## src/rtl/core/gpsg_pkg.sv

```systemverilog
// ----------------------------------------------------------------------------
// gpsg_pkg: shared types and constants of the ground projection size gate
// Configuration layout, register indexes, reset values, divider sizing.
// ----------------------------------------------------------------------------
`default_nettype none

package gpsg_pkg;

  // Result field width and quotient bits worked out by the divider chain
  localparam int OUT_W = 17;
  localparam int QUO_W = OUT_W + 1;

  // Configuration port shape
  localparam int CFG_IDX_W  = 3;
  localparam int CFG_DATA_W = 16;

  // Register indexes
  localparam logic [CFG_IDX_W-1:0] CFG_SIN_TILT   = 3'd0;
  localparam logic [CFG_IDX_W-1:0] CFG_COS_TILT   = 3'd1;
  localparam logic [CFG_IDX_W-1:0] CFG_FOCAL_Y    = 3'd2;
  localparam logic [CFG_IDX_W-1:0] CFG_CENTER_X   = 3'd3;
  localparam logic [CFG_IDX_W-1:0] CFG_CENTER_Y   = 3'd4;
  localparam logic [CFG_IDX_W-1:0] CFG_CAM_HEIGHT = 3'd5;
  localparam logic [CFG_IDX_W-1:0] CFG_WIDTH_LO   = 3'd6;
  localparam logic [CFG_IDX_W-1:0] CFG_WIDTH_HI   = 3'd7;

  // Reset values
  localparam logic signed [15:0] RST_SIN_TILT   = -16'sd5154;
  localparam logic signed [15:0] RST_COS_TILT   = 16'sd15552;
  localparam logic [15:0]        RST_FOCAL_Y    = 16'd8870;
  localparam logic [12:0]        RST_CENTER_X   = 13'd641;
  localparam logic [12:0]        RST_CENTER_Y   = 13'd481;
  localparam logic [11:0]        RST_CAM_HEIGHT = 12'd550;
  localparam logic [11:0]        RST_WIDTH_LO   = 12'd50;
  localparam logic [11:0]        RST_WIDTH_HI   = 12'd250;

  // Output saturation magnitudes and forward distance limit (mm)
  localparam logic [QUO_W-1:0]        SAT_POS_MAG = 18'd65535;
  localparam logic [QUO_W-1:0]        SAT_NEG_MAG = 18'd65536;
  localparam logic signed [OUT_W-1:0] DIST_LIMIT  = 17'sd30000;

  // Camera and gate settings
  typedef struct packed {
    logic signed [15:0] sin_tilt;
    logic signed [15:0] cos_tilt;
    logic [15:0]        focal_y;
    logic [12:0]        center_x;
    logic [12:0]        center_y;
    logic [11:0]        cam_height;
    logic [11:0]        width_lo;
    logic [11:0]        width_hi;
  } cfg_t;

  // Sign and status bits that ride along the divider chain
  typedef struct packed {
    logic neg_dist;
    logic neg_width;
    logic no_hit;
  } div_tag_t;

  // v in sixteenths of a pixel: center_y - 2*row, times 8
  function automatic int gpsg_v_bits(int coord_bits);
    return ((coord_bits + 2 > 14) ? coord_bits + 2 : 14) + 3;
  endfunction

  // Projection denominator
  function automatic int gpsg_den_bits(int coord_bits);
    return gpsg_v_bits(coord_bits) + 17;
  endfunction

  // Divider remainder, wide enough for the divisor shifted by QUO_W - 1
  function automatic int gpsg_rem_bits(int coord_bits);
    return gpsg_den_bits(coord_bits) + QUO_W - 1;
  endfunction

endpackage

`default_nettype wire

```

## src/rtl/core/gpsg_div_cell.sv

```systemverilog
// ----------------------------------------------------------------------------
// gpsg_div_cell: one restoring division step for both quotients
// Settles one quotient bit of distance and width against a shared divisor,
// then hands the divisor on shifted down by one place.
// ----------------------------------------------------------------------------
`default_nettype none

module gpsg_div_cell #(
  parameter int R_W = 51
) (
  input  wire logic                         clk,
  input  wire logic                         rst,
  input  wire logic                         up_valid,
  output logic                              up_ready,
  input  wire logic [R_W-1:0]               up_rem_dist,
  input  wire logic [R_W-1:0]               up_rem_width,
  input  wire logic [R_W-1:0]               up_divisor,
  input  wire logic [gpsg_pkg::QUO_W-1:0]   up_q_dist,
  input  wire logic [gpsg_pkg::QUO_W-1:0]   up_q_width,
  input  wire gpsg_pkg::div_tag_t           up_tag,
  output logic                              valid,
  input  wire logic                         ready,
  output logic [R_W-1:0]                    rem_dist,
  output logic [R_W-1:0]                    rem_width,
  output logic [R_W-1:0]                    divisor,
  output logic [gpsg_pkg::QUO_W-1:0]        q_dist,
  output logic [gpsg_pkg::QUO_W-1:0]        q_width,
  output gpsg_pkg::div_tag_t                tag
);
  import gpsg_pkg::*;

  logic take;
  logic fit_dist, fit_width;

  assign take      = !valid || ready;
  assign up_ready  = take;
  assign fit_dist  = up_rem_dist >= up_divisor;
  assign fit_width = up_rem_width >= up_divisor;

  // Compare, subtract where the divisor fits, shift the quotient bit in
  always_ff @(posedge clk) begin
    if (rst) begin
      valid <= 1'b0;
    end else if (take) begin
      valid <= up_valid;
    end
    if (take) begin
      rem_dist  <= fit_dist ? up_rem_dist - up_divisor : up_rem_dist;
      rem_width <= fit_width ? up_rem_width - up_divisor : up_rem_width;
      divisor   <= up_divisor >> 1;
      q_dist    <= {up_q_dist[QUO_W-2:0], fit_dist};
      q_width   <= {up_q_width[QUO_W-2:0], fit_width};
      tag       <= up_tag;
    end
  end

endmodule

`default_nettype wire

```

## config.mk

```make
export PLATFORM = sky130hd
export DESIGN_NAME = gpsg_div_cell
export DESIGN_NICKNAME = d
export VERILOG_FILES = /design/src/rtl/core/gpsg_pkg.sv /design/src/rtl/core/gpsg_div_cell.sv
export SDC_FILE = /design/constraint.sdc
export NUM_CORES = 1
export LEC_CHECK = 0
export BUFFER_PORTS_ARGS = -buffer_cell sky130_fd_sc_hd__buf_2
export CORE_AREA = 2 2 170 172
export DETAILED_ROUTE_END_ITERATION = 8
export DIE_AREA = 0 0 172 174
export HOLD_SLACK_MARGIN = 0.08
export PLACE_DENSITY = 0.79
export RECOVER_POWER = 50
export REMOVE_ABC_BUFFERS = 1
export SLEW_MARGIN = 20
export SYNTH_ARGS = -nofsm -noshare
export SYNTH_HDL_FRONTEND = slang
export SYNTH_SLANG_ARGS = --single-unit
```

## constraint.sdc

```tcl
create_clock -name clk -period 12.19 [get_ports clk]
set_input_delay 3.657 -clock clk [delete_from_list [all_inputs] [get_ports clk]]
set_output_delay 3.657 -clock clk [all_outputs]
set_load 0.05 [all_outputs]
```

Word level (Yosys, flattened, before mapping) --
Index checks and enable logic that the tools add are counted.
Operators by class: multiplexer cells 2, add/subtract/negate cells 2, $lt $le $gt $ge 2, reduce and logical (&&, ||, !) cells 2
Operators with widths (number):
- $ge A51 B51 Y1 | 2
- $mux W51 | 2
- $sub A51 B51 Y51 | 2
- $logic_not A1 Y1 | 1
- $logic_or A1 B1 Y1 | 1
Storage, ports and cells: input bits 196, register bits after elaboration 192, output and inout port bits 194, word-level logic and storage cells 17

Logic depth before layout (Yosys ltp) --
Gate-level depths: netlist (run 1).
depth in word-level cells 2, gate-level depth with buffers 14, depth with buffers taken out 14

Least setup slack after synthesis (run 1) --
No wires, ideal clock.
path kind input -> output, from input port ready, to output port up_ready, path slack -74 ps, buffers on the path 0, cell stages on the path 1, required time 8533 ps, data arrival time 8607 ps, cells stage by stage nand2b_1
Between the ends: longest elaborated chain between the ends 1
Ends and longest elaborated chain:
- start, declared | line gpsg_div_cell.sv:22 | input wire logic ready,
- $logic_or A1 B1 Y1 | line gpsg_div_cell.sv:35 | assign take = !valid || ready;
- end, declared | line gpsg_div_cell.sv:14 | output logic up_ready,
No other way between the ends.

Worst setup path in the final report (run 1) --
Same ends and word-level chain as after synthesis.

==> results.txt, run 1 <==
----------------------------------------------------
[Worst setup path]
  Number of cell instances on the worst register-to-register path ... 2
  Worst path required time ... 8.53 ns
  Kind of critical path ... in2out
  Highest fanout seen on the critical path ... 50
  Crit path arrival time ... 5.88 ns
  Type of origin of the critical path ... input pin
  Worst Setup End Kind ... output pin
  Worst setup slack for register-to-register paths ... 8.95 ns
  Beginning of the worst register-to-register path ... valid
  End of the worst register-to-register path ... rem_width[33]

[Hold path]
  Capture endpoint of the worst hold path ... q_dist[11]
  Number of cells traversed by the worst hold path ... 1
  Hold Crit Start ... valid
  Path category of the worst min-delay check ... reg2reg

[CTS]
  TritonCTS clock tree ... built
  Clk sinks ... 192
  CTS clk-pin slew, worst paths ... 0.07 ns
  Setup Fix Bufs, Post-CTS ... 0
  Clk_lat worst skew ... 0.45 ns
  Number of H-tree levels ... 4
  Master cell of the clock root buffer ... clkbuf_16
  Worst-case clock buffer depth ... 2
  Cts bufs inserted ... 17
  Post-CTS Resized ... 0
  Number of hold buffers added after CTS ... 0

[Floorplanning]
  Effective utilization at floorplan ... 46.99%
  Die width ... 172 um
  # rows ... 62
  Num ports ... 390
  Die Height ... 174 um
  Die Outline Area ... 0.02993 mm2
  Area of the core ... 0.02824 mm2

[STA]
  Timing-limited maximum frequency ... 104.9 MHz
  Number of setup violations in the final report ... 0
  Transition time at the pin with the least slew margin ... 2.236 ns
  Portion of the clock cycle consumed by the worst path in the final layout ... 78.22%
  Final hold violations ... 0
  Unrepaired setup endpoints after global routing ... no
  Number of pins with negative max-slew slack in the final report ... 51
  Max-slew headroom at the worst pin ... -49.06%
  Setup tns final ... 0 ns
  Post-Route Skew ... 0.01076 ns
  Clock period minus worst slack ... 9.535 ns
  Hold_ws ... 1.950 ns

[Yosys]
  Unique masters post-synth ... 69
  Synthesized cell area ... 0.01327 mm2
  Post-synthesis adder-cell area fraction ... 9.920%
  Multiplexer fraction of the synthesized cell area ... 5.846%
  Most instantiated flip-flop cell in the synthesis netlist ... edfxtp_1
  Part of the Yosys area used for sequential elements ... 43.38%
  Post-synthesis async set-or-reset flop share ... 0%
  Number of enable flip-flop cells after synthesis ... 191
  Parity-gate share of the synthesized area counting xor and xnor cells ... 6.007%
  Yosys warning count ... 0
  Synth Instances ... 1311
  Synthesized flop and latch total ... 192
  Main combinational cell family by area after synthesis ... compound AO/OA/AOI/OAI gates
  Simple-gate share of the synthesized area ... 10.96%
  Mapped Avg Cell Area ... 10.12 um2
  Synthesized-area fraction occupied by ao, oa, aoi and oai cells ... 19.44%

[Routing]
  Remaining routing DRC violations ... 0
  Total via count after detailed routing ... 11712
  Routed wire length ... 40.67 mm
  Vias per Instance ... 5.661
  Routed length per instance ... 19.65 um
  TritonRoute pass-1 iters ... 6
  Post-route antenna net violation count ... 0
  DRC violation total after the first TritonRoute iteration ... 946

[GRT]
  Number of global-route vias before repair ... 11264
  Number of antenna violations at the first check in global routing ... 10
  Total routing usage reported by global routing ... 26.31%
  Global-route wire length before repair ... 60.58 mm
  Largest net degree at the start of global routing ... 74
  Remaining Overflow, GRT ... 0

[Flow run]
  Number of max-cap violations ... 1

[Power]
  Total power density per cell area ... 147.5 mW/mm2
  Post-route total power ... 2.347 mW
  Combinational share of power ... 37.6%
  Power share of the clock group ... 25.8%
  Switching power summed over all nets ... 944.3 uW
  Leakage power ... 6.940 nW
  Part of the power in registers ... 36.6%
  Switching portion of total power ... 40.24%
  Total internal power ... 1.402 mW
  Peak VDD IR ... 78.40 uV

[Status]
  Violations in the final reports ... max-capacitance violations, max-slew violations
  Outcome ... finished, violations left

[Final layout]
  Fraction of the core area covered by cells at the end of the flow ... 56.36%
  Area added between synthesis and finish ... 19.93%
  Fraction of final layout cells with drive strength greater than 1 ... 18.34%
  Design area ... 0.01591 mm2
  Number of nets at the end of the flow ... 1966
  Highest-count cells in the layout ignoring fill and taps ... buf_2 (204), edfxtp_1 (191), clkbuf_1 (183)
  Most common library cell in the layout ignoring fill and taps ... buf_2

[Place]
  # port buffers ... 386
  Hpwl dp ... 32.39 mm
  Global placement routability congestion ... 0.9227
  Post-Place Cell Area ... 0.01548 mm2

----------------------------------------------------
power by group through the flow:
stage	Sequential, mW	Combinational (mW)	Clock (mW)
6_report	0.858	0.883	0.606
5_1_grt	0.866	0.943	0.635
4_1_cts	0.857	0.896	0.614
3_5_place_dp	0.872	0.892	0
3_3_place_gp	0.870	0.882	0
2_1_floorplan	1.17	0.371	0
stage by stage:
stage,std cells,setup slack [ns]
2_1_floorplan,1256,-0.07407
3_3_place_gp,2030,3.730
4_1_cts,2062,3.846
5_1_grt,2067,2.367
3_5_place_dp,2030,3.695
6_report,2069,2.655
how the worst max path moves through the flow:
stage             startpoint       endpoint  slack, ns
2_1_floorplan          ready       up_ready      -0.07
3_3_place_gp   up_divisor[2]  rem_width[22]       3.73
3_5_place_dp   up_divisor[2]  rem_width[21]       3.70
4_1_cts                ready       up_ready       3.85
5_1_grt                ready       up_ready       2.37
6_report               ready       up_ready       2.65
synthesized netlist by cell type, drive strengths merged (7+ instances only):
master,number,area [um2]
a31oi,18,118.9
xor2,37,324.1
inv,88,330.3
edfxtp,191,5736
a211oi,9,67.56
nor3,17,90.09
nand3,20,100.1
nor2,57,214.0
o21bai,19,142.6
nand2,135,506.7
and3,8,50.05
a21o,58,435.4
buf,8,80.07
ha,102,1276
nand4,28,175.2
mux2,50,735.7
o21a,9,67.56
xnor2,54,473.0
a21oi,122,614.3
clkbuf,47,176.4
o21ai,119,595.6
or3,7,43.79
o31ai,11,87.58
sequential cells by signal, summed over array words and instances (netlist names):
register	count
divisor	50
q_dist	18
q_width	18
rem_dist	51
rem_width	51
tag	3
valid	1
cell families after synthesis:
| group | Yosys count |
|---|---|
| AOI/OAI and AO/OA | 414 |
| and+or+nand+nor | 312 |
| DFF | 192 |
| buffers and inverters | 143 |
| adders and majority gates | 104 |
| xor gates and xnor gates | 91 |
| muxes | 54 |
| other | 1 |
final cells by class:
cell class	count	area [um2]
antenna	6	15.01
clock buffer	18	429.2
clock inverter	14	191.4
fill	2657	12320
inverter	88	330.3
multi-input combinational	976	6950
sequential	192	5756
tap	384	480.5
timing repair buffer	391	1762
per-layer routing:
layer,track usage (%),vias up,wire (um)
li1,-,5595,-
met1,33.01,5540,16500
met4,8.158,12,1039
met3,5.419,80,2999
met5,0,-,75
met2,45.33,485,20060
worst max-delay path: stages:
cell      delay (ns)
buf_2           0.07
nand2b_1        1.61
buf_2           0.51
Note: power is estimated with default switching activity, not from simulation.
==> run 2: changes to the inputs <==
Settings changed: ABC_AREA set to 1, CORE_AREA 2 2 170 172 to 2 2 174 176, DIE_AREA 0 0 172 174 to 0 0 176 178, PLACE_DENSITY 0.79 to 0.84.
Clock period 12.19 ns to 8.9 ns, I/O delays scaled along.
==> results.txt, run 2 <==
----------------------------------------------------
[Routing]
  Routed length per instance ... 17.90 um (-8.9%)
  DRC violation total after the first TritonRoute iteration ... 1768 (+87%)
  Vias per Instance ... 5.281 (-6.7%)
  Highest routed layer ... met5
  Wire length on met2 ... 27.74 mm (+38%)
  Post-route antenna net violation count ... 0 (unchanged)
  Total length of routed met3 wires ... 4.389 mm (+46%)
  TritonRoute pass-1 iters ... 6 (unchanged)
  Total via count after detailed routing ... 17164 (+47%)
  Routed wire length ... 58.19 mm (+43%)
  Remaining routing DRC violations ... 0 (unchanged)
  Metal1 wirelength ... 23.03 mm (+40%)

[Worst setup path]
  Worst setup startpoint ... ready
  Crit path arrival time ... 4.09 ns (-1.79 ns)
  Highest fanout seen on the critical path ... 28 (-44%)
  Kind of critical path ... in2out
  Type of origin of the critical path ... input pin
  Worst Setup End Kind ... output pin
  Beginning of the worst register-to-register path ... valid
  Worst path required time ... 6.23 ns (-2.30 ns)

[STA]
  Unrepaired setup endpoints after global routing ... no
  Max-slew headroom at the worst pin ... -104.4% (-55 points)
  Number of pins with negative max-slew slack in the final report ... 54 (+5.9%)
  Post-Route Skew ... 0.008895 ns (-0.001863 ns)
  Clock period minus worst slack ... 6.762 ns
  Number of setup violations in the final report ... 0 (unchanged)
  Final setup margin ... 2.138 ns (-0.5170 ns)
  Timing-limited maximum frequency ... 147.9 MHz
  Hold_ws ... 1.384 ns (-0.5663 ns)
  Portion of the clock cycle consumed by the worst path in the final layout ... 75.98%
  Transition time at the pin with the least slew margin ... 3.066 ns (+0.8298 ns)
  Final hold violations ... 0 (unchanged)

[Power]
  Post-route total power ... 3.306 mW (+41%)
  Peak VDD IR ... 134.1 uV (+71%)
  Total power density per cell area ... 174.2 mW/mm2 (+18%)
  Leakage power ... 10.50 nW (+51%)

[GRT]
  Remaining Overflow, GRT ... 0 (unchanged)
  Number of antenna violations at the first check in global routing ... 3 (-7)
  Global-route wire length before repair ... 86.42 mm (+43%)
  Number of global-route vias before repair ... 16223 (+44%)
  Total routing usage reported by global routing ... 36.68% (+10 points)
  Largest net degree at the start of global routing ... 80 (+8.1%)

[CTS]
  Cts bufs inserted ... 17 (unchanged)
  CTS clk-pin slew, worst paths ... 0.08 ns (about the same)
  Worst-case clock buffer depth ... 2 (unchanged)
  Number of H-tree levels ... 4 (unchanged)
  Post-CTS Resized ... 0 (unchanged)
  Number of hold buffers added after CTS ... 0 (unchanged)
  Setup Fix Bufs, Post-CTS ... 0 (unchanged)
  Clk_lat worst skew ... 0.45 ns (about the same)
  Master cell of the clock root buffer ... clkbuf_16
  TritonCTS clock tree ... built
  Clk sinks ... 192 (unchanged)

[Yosys]
  Unique masters post-synth ... 37 (-46%)
  Most numerous cell in the Yosys netlist ... nand2_1
  Cell taking the most area after synthesis ... edfxtp_1
  Mapped Avg Cell Area ... 6.629 um2 (-35%)
  Synthesized flop and latch total ... 192 (unchanged)
  Synthesized cell area ... 0.01632 mm2 (+23%)
  Synth area leaders ... edfxtp_1 (35%), nand2_1 (24%), inv_1 (12%), ha_1 (7.8%), nor2_1 (3.8%)
  Share of Yosys cell area claimed by the top area cell type ... 35.15% (-8.1 points)
  List of most frequent post-synthesis cells ... nand2_1 (1032), inv_1 (523), edfxtp_1 (191), nor2_1 (166), ha_1 (102)
  Number of enable flip-flop cells after synthesis ... 191 (unchanged)
  Yosys warning count ... 0 (unchanged)
  Part of the Yosys area used for sequential elements ... 35.27% (-8.1 points)
  Post-synthesis async set-or-reset flop share ... 0% (unchanged)
  Synth Instances ... 2462 (+88%)
  Most instantiated flip-flop cell in the synthesis netlist ... edfxtp_1

[Final layout]
  Register Area ... 0.005756 mm2 (unchanged)
  Most common library cell in the layout ignoring fill and taps ... nand2_1
  Largest registers ... rem_dist: 51 flops, rem_width: 51 flops, divisor: 50 flops
  Fraction of final layout cells with drive strength greater than 1 ... 9.762% (-8.6 points)
  Highest-count cells in the layout ignoring fill and taps ... nand2_1 (1032), inv_1 (523), buf_2 (199)
  Number of cells in the finished layout apart from fillers ... 3250 (+57%)
  Layout fillers ... 2729 (+2.7%)
  Area added between synthesis and finish ... 16.28%
  Area of the multi-input gates ... 0.008387 mm2 (+21%)
  Number of nets at the end of the flow ... 3146 (+60%)

[Status]
  Violations in the final reports ... max-capacitance violations, max-slew violations
  Outcome ... finished, violations left

[Floorplanning]
  Die Outline Area ... 0.03133 mm2 (+4.7%)
  Die width ... 176 um (+2.3%)
  Effective utilization at floorplan ... 55.50% (+8.5 points)
  Num ports ... 390 (unchanged)
  Area of the core ... 0.02940 mm2 (+4.1%)
  Die Height ... 178 um (+2.3%)
  # rows ... 63 (+1.6%)

[Place]
  Placed cells ... 3217 (+58%)
  Hpwl dp ... 48.82 mm (+51%)
  Pre-CTS WS ... 2.451 ns (-1.244 ns)
  # port buffers ... 386 (unchanged)
  Global placement routability congestion ... 0.9640 (+4.5%)

[Hold path]
  Path category of the worst min-delay check ... reg2reg
  Hold Crit Start ... valid

[Flow run]
  Number of max-cap violations ... 1 (unchanged)

----------------------------------------------------
-- run 2: cell types whose count changed after synthesis, moves of 54 or more --
cell	previous run	this run
inv_1	88	523
a21oi_1	121	61
nand2_1	135	1032
xnor2_1	54	0
o21ai_0	119	32
nand3_1	20	101
a21o_1	58	2
nor2_1	57	166
-- run 2: area by class of cell --
type | count | area share (%)
sequential | 192 | 30.33
multi-input combinational | 1707 | 44.20
tap | 390 | 2.572
inverter | 538 | 10.64
clock inverter | 14 | 0.9033
timing repair buffer | 390 | 9.086
clock buffer | 17 | 2.242
antenna | 2 | 0.02637
-- run 2: cell families (layout without fill, tap and decap cells) --
group,Yosys count,count (layout),share of synthesized area (%)
AOI/OAI and AO/OA,109,109,3.642
adders and majority gates,104,104,8.066
buffers and inverters,563,959,13.34
and+or+nand+nor,1436,1436,36.60
DFF,192,192,35.27
xor gates and xnor gates,57,57,3.059
other,1,3,0.02298
-- run 2: routing by layer --
| metal | GRT usage, % | vias up |
|---|---|---|
| met4 | 17.18 | 2 |
| met5 | 0 | - |
| li1 | - | 8332 |
| met1 | 45.43 | 7754 |
| met3 | 4.156 | 173 |
| met2 | 64.22 | 903 |
-- run 2: final timing paths --
check | to | slack (ns) | cells past startpoint
setup / recovery | up_ready | 2.14 | 4
hold / removal | rem_width[35] | 1.38 | 1
setup reg to reg | rem_dist[43] | 4.32 | 3
hold reg to reg | rem_width[35] | 1.38 | 1
-- run 2: per-stage QoR --
step           util (%)  cell area [um2]  TNS (ns)
3_3_place_gp      63.33            18620         0
6_report          64.54            18980         0
5_1_grt           64.54            18980         0
2_1_floorplan         -            16160   -0.8134
4_1_cts           65.36            19220         0
3_5_place_dp      63.33            18620         0
-- run 2: critical path, stage by stage --
cell     delay (ns)
buf_2          0.08
inv_1          0.04
nand2_1        0.82
buf_2          0.48
-- run 2: power breakdown --
part	total [mW]	internal, mW	switching [mW]	leakage (nW)
logic	1.33	0.309	1.03	8.20
clock network	0.800	0.403	0.397	0.294
registers	1.17	1.14	0.0327	2.01
==> run 3: changes to the inputs <==
Settings changed: ABC_AREA 1 to 0, CORE_AREA 2 2 174 176 to 2 2 162 164, DIE_AREA 0 0 176 178 to 0 0 164 166, PLACE_DENSITY 0.84 to 0.82.
Clock period 8.9 ns to 6.9 ns, I/O delays scaled along.
==> results.txt, run 3 (synthesis gave the netlist of run 1 again) <==
----------------------------------------------------
[CTS]
  CTS clk-pin slew, worst paths ... 0.09 ns (about the same)
  Clk sinks ... 192 (unchanged)
  Number of hold buffers added after CTS ... 0 (unchanged)
  Number of H-tree levels ... 4 (unchanged)
  Worst-case clock buffer depth ... 2 (unchanged)
  Master cell of the clock root buffer ... clkbuf_16
  TritonCTS clock tree ... built
  Setup Fix Bufs, Post-CTS ... 0 (unchanged)
  Post-CTS Resized ... 0 (unchanged)
  Clk_lat worst skew ... 0.44 ns (about the same)
  Cts bufs inserted ... 17 (unchanged)

[Routing]
  TritonRoute pass-1 iters ... 6 (unchanged)
  Remaining routing DRC violations ... 0 (unchanged)
  Vias per Instance ... 5.755 (+9.0%)
  DRC violation total after the first TritonRoute iteration ... 859 (-51%)
  Routed length per instance ... 19.39 um (+8.3%)
  Total via count after detailed routing ... 11660 (-32%)
  Post-route antenna net violation count ... 0 (unchanged)
  Routed wire length ... 39.28 mm (-32%)

[Power]
  Total power density per cell area ... 258.1 mW/mm2 (+48%)
  Post-route total power ... 4.098 mW (+24%)
  Peak VDD IR ... 189.6 uV (+41%)
  Leakage power ... 6.982 nW (-34%)

[STA]
  Clock period minus worst slack ... 5.873 ns
  Timing-limited maximum frequency ... 170.3 MHz
  Final setup margin ... 1.027 ns (-1.111 ns)
  Max-slew headroom at the worst pin ... -116.8% (-12 points)
  Transition time at the pin with the least slew margin ... 3.252 ns (+0.1858 ns)
  Number of setup violations in the final report ... 0 (unchanged)
  Portion of the clock cycle consumed by the worst path in the final layout ... 85.11%
  Unrepaired setup endpoints after global routing ... no
  Post-Route Skew ... 0.01674 ns (+0.007849 ns)
  Final hold violations ... 0 (unchanged)
  Number of pins with negative max-slew slack in the final report ... 59 (+9.3%)

[Worst setup path]
  Worst Setup End Kind ... flip-flop
  Type of origin of the critical path ... input pin
  Cell-by-cell listing of the critical path ... clkbuf_1 > inv_1 > ha_1 > nor2b_1 > o2111ai_2 > a31oi_1 > o311a_1 > o2111ai_2 > a31oi_1 > a211o_1 > a2111o_1 > a21o_4 > mux2_2
  Worst path required time ... 7.08 ns (+0.85 ns)
  Largest stage delay on the critical path ... 0.74 ns (-0.08 ns)
  Kind of critical path ... in2reg
  Worst setup startpoint ... up_divisor[1]
  Crit path arrival time ... 6.06 ns (+1.97 ns)
  Beginning of the worst register-to-register path ... valid
  Highest fanout seen on the critical path ... 52 (+86%)
  Max stage delay cell, worst path ... a21o_4

[Floorplanning]
  Die Height ... 166 um (-6.7%)
  Die Outline Area ... 0.02722 mm2 (-13%)
  Num ports ... 390 (unchanged)
  Area of the core ... 0.02562 mm2 (-13%)
  Die width ... 164 um (-6.8%)
  Effective utilization at floorplan ... 51.80% (-3.7 points)
  # rows ... 59 (-6.3%)

[Place]
  Global placement routability congestion ... 0.8996 (-6.7%)
  Placed cells ... 1987 (-38%)
  # port buffers ... 386 (unchanged)
  Hpwl dp ... 31.28 mm (-36%)
  Pre-CTS WS ... 0.6784 ns (-1.773 ns)

[GRT]
  Number of antenna violations at the first check in global routing ... 9 (+6)
  Largest net degree at the start of global routing ... 135 (+69%)
  Remaining Overflow, GRT ... 0 (unchanged)
  Total routing usage reported by global routing ... 28.00% (-8.7 points)
  Number of global-route vias before repair ... 10989 (-32%)
  Global-route wire length before repair ... 58.97 mm (-32%)

[Hold path]
  Path category of the worst min-delay check ... in2reg
  Hold Crit Start ... rst

[Flow run]
  Number of max-cap violations ... 1 (unchanged)

[Final layout]
  Fraction of final layout cells with drive strength greater than 1 ... 19.18% (+9.4 points)
  Highest-count cells in the layout ignoring fill and taps ... buf_2 (216), edfxtp_1 (191), clkbuf_1 (171)
  Number of cells in the finished layout apart from fillers ... 2026 (-38%)
  Largest registers ... rem_dist: 51 flops, rem_width: 51 flops, divisor: 50 flops
  Number of nets at the end of the flow ... 1971 (-37%)
  Most common library cell in the layout ignoring fill and taps ... buf_2
  Area added between synthesis and finish ... 19.66%

[Status]
  Violations in the final reports ... max-capacitance violations, max-slew violations
  Outcome ... finished, violations left

----------------------------------------------------
-- run 3: worst paths after layout --
check | end | slack [ns] | cells after the start
min | valid | 1.78 | 2
max reg2reg | rem_dist[4] | 2.89 | 3
max | rem_dist[2] | 1.03 | 13
min reg2reg | q_dist[2] | 2.29 | 2
-- run 3: power by group --
group	total, mW	switching [mW]	internal [mW]	leakage [nW]
registers	1.52	0.0524	1.47	2.00
clock network	1.03	0.534	0.491	0.289
logic	1.55	1.09	0.459	4.69
total	4.10	1.68	2.42	6.98
-- run 3: final cells by class --
class	instances	area [um2]
Clock inverter	14	167.7
Sequential cell	192	5756
Multi-Input combinational cell	976	6943
Fill cell	2250	9738
Clock buffer	18	429.2
Antenna cell	7	17.52
Inverter	88	330.3
Tap cell	335	419.2
Timing Repair Buffer	396	1815
-- run 3: worst max-delay path, delay by kind of cell --
family	cells	cell delay, ns
adders and majority gates	1	0.31
and+or+nand+nor	1	0.24
buffers and inverters	2	0.23
muxes	1	0.41
AOI/OAI and AO/OA	8	2.70
-- run 3: through the flow --
stage / hold slack [ns] / utilization (%) / setup TNS, ns / instance area, um2
global placement: 1.089 / 60.46 / 0 / 15490
CTS: 1.131 / 62.79 / 0 / 16080
finish: 1.778 / 61.98 / 0 / 15880
global route: 1.770 / 61.97 / 0 / 15880
detailed placement: 1.114 / 60.46 / 0 / 15490
floorplan: 2.139 / - / -141.30 / 13010
-- run 3: metal layers --
metal / part of all wire [%] / up-vias / wire length [um] / GRT usage, %
met4: 3.6 / 4 / 1425 / 11.78
li1: - / 5599 / - / -
met3: 8.1 / 81 / 3174 / 6.369
met5: 0.056 / - / 22 / 0
met2: 48 / 510 / 18870 / 46.82
met1: 40 / 5466 / 15790 / 34.74
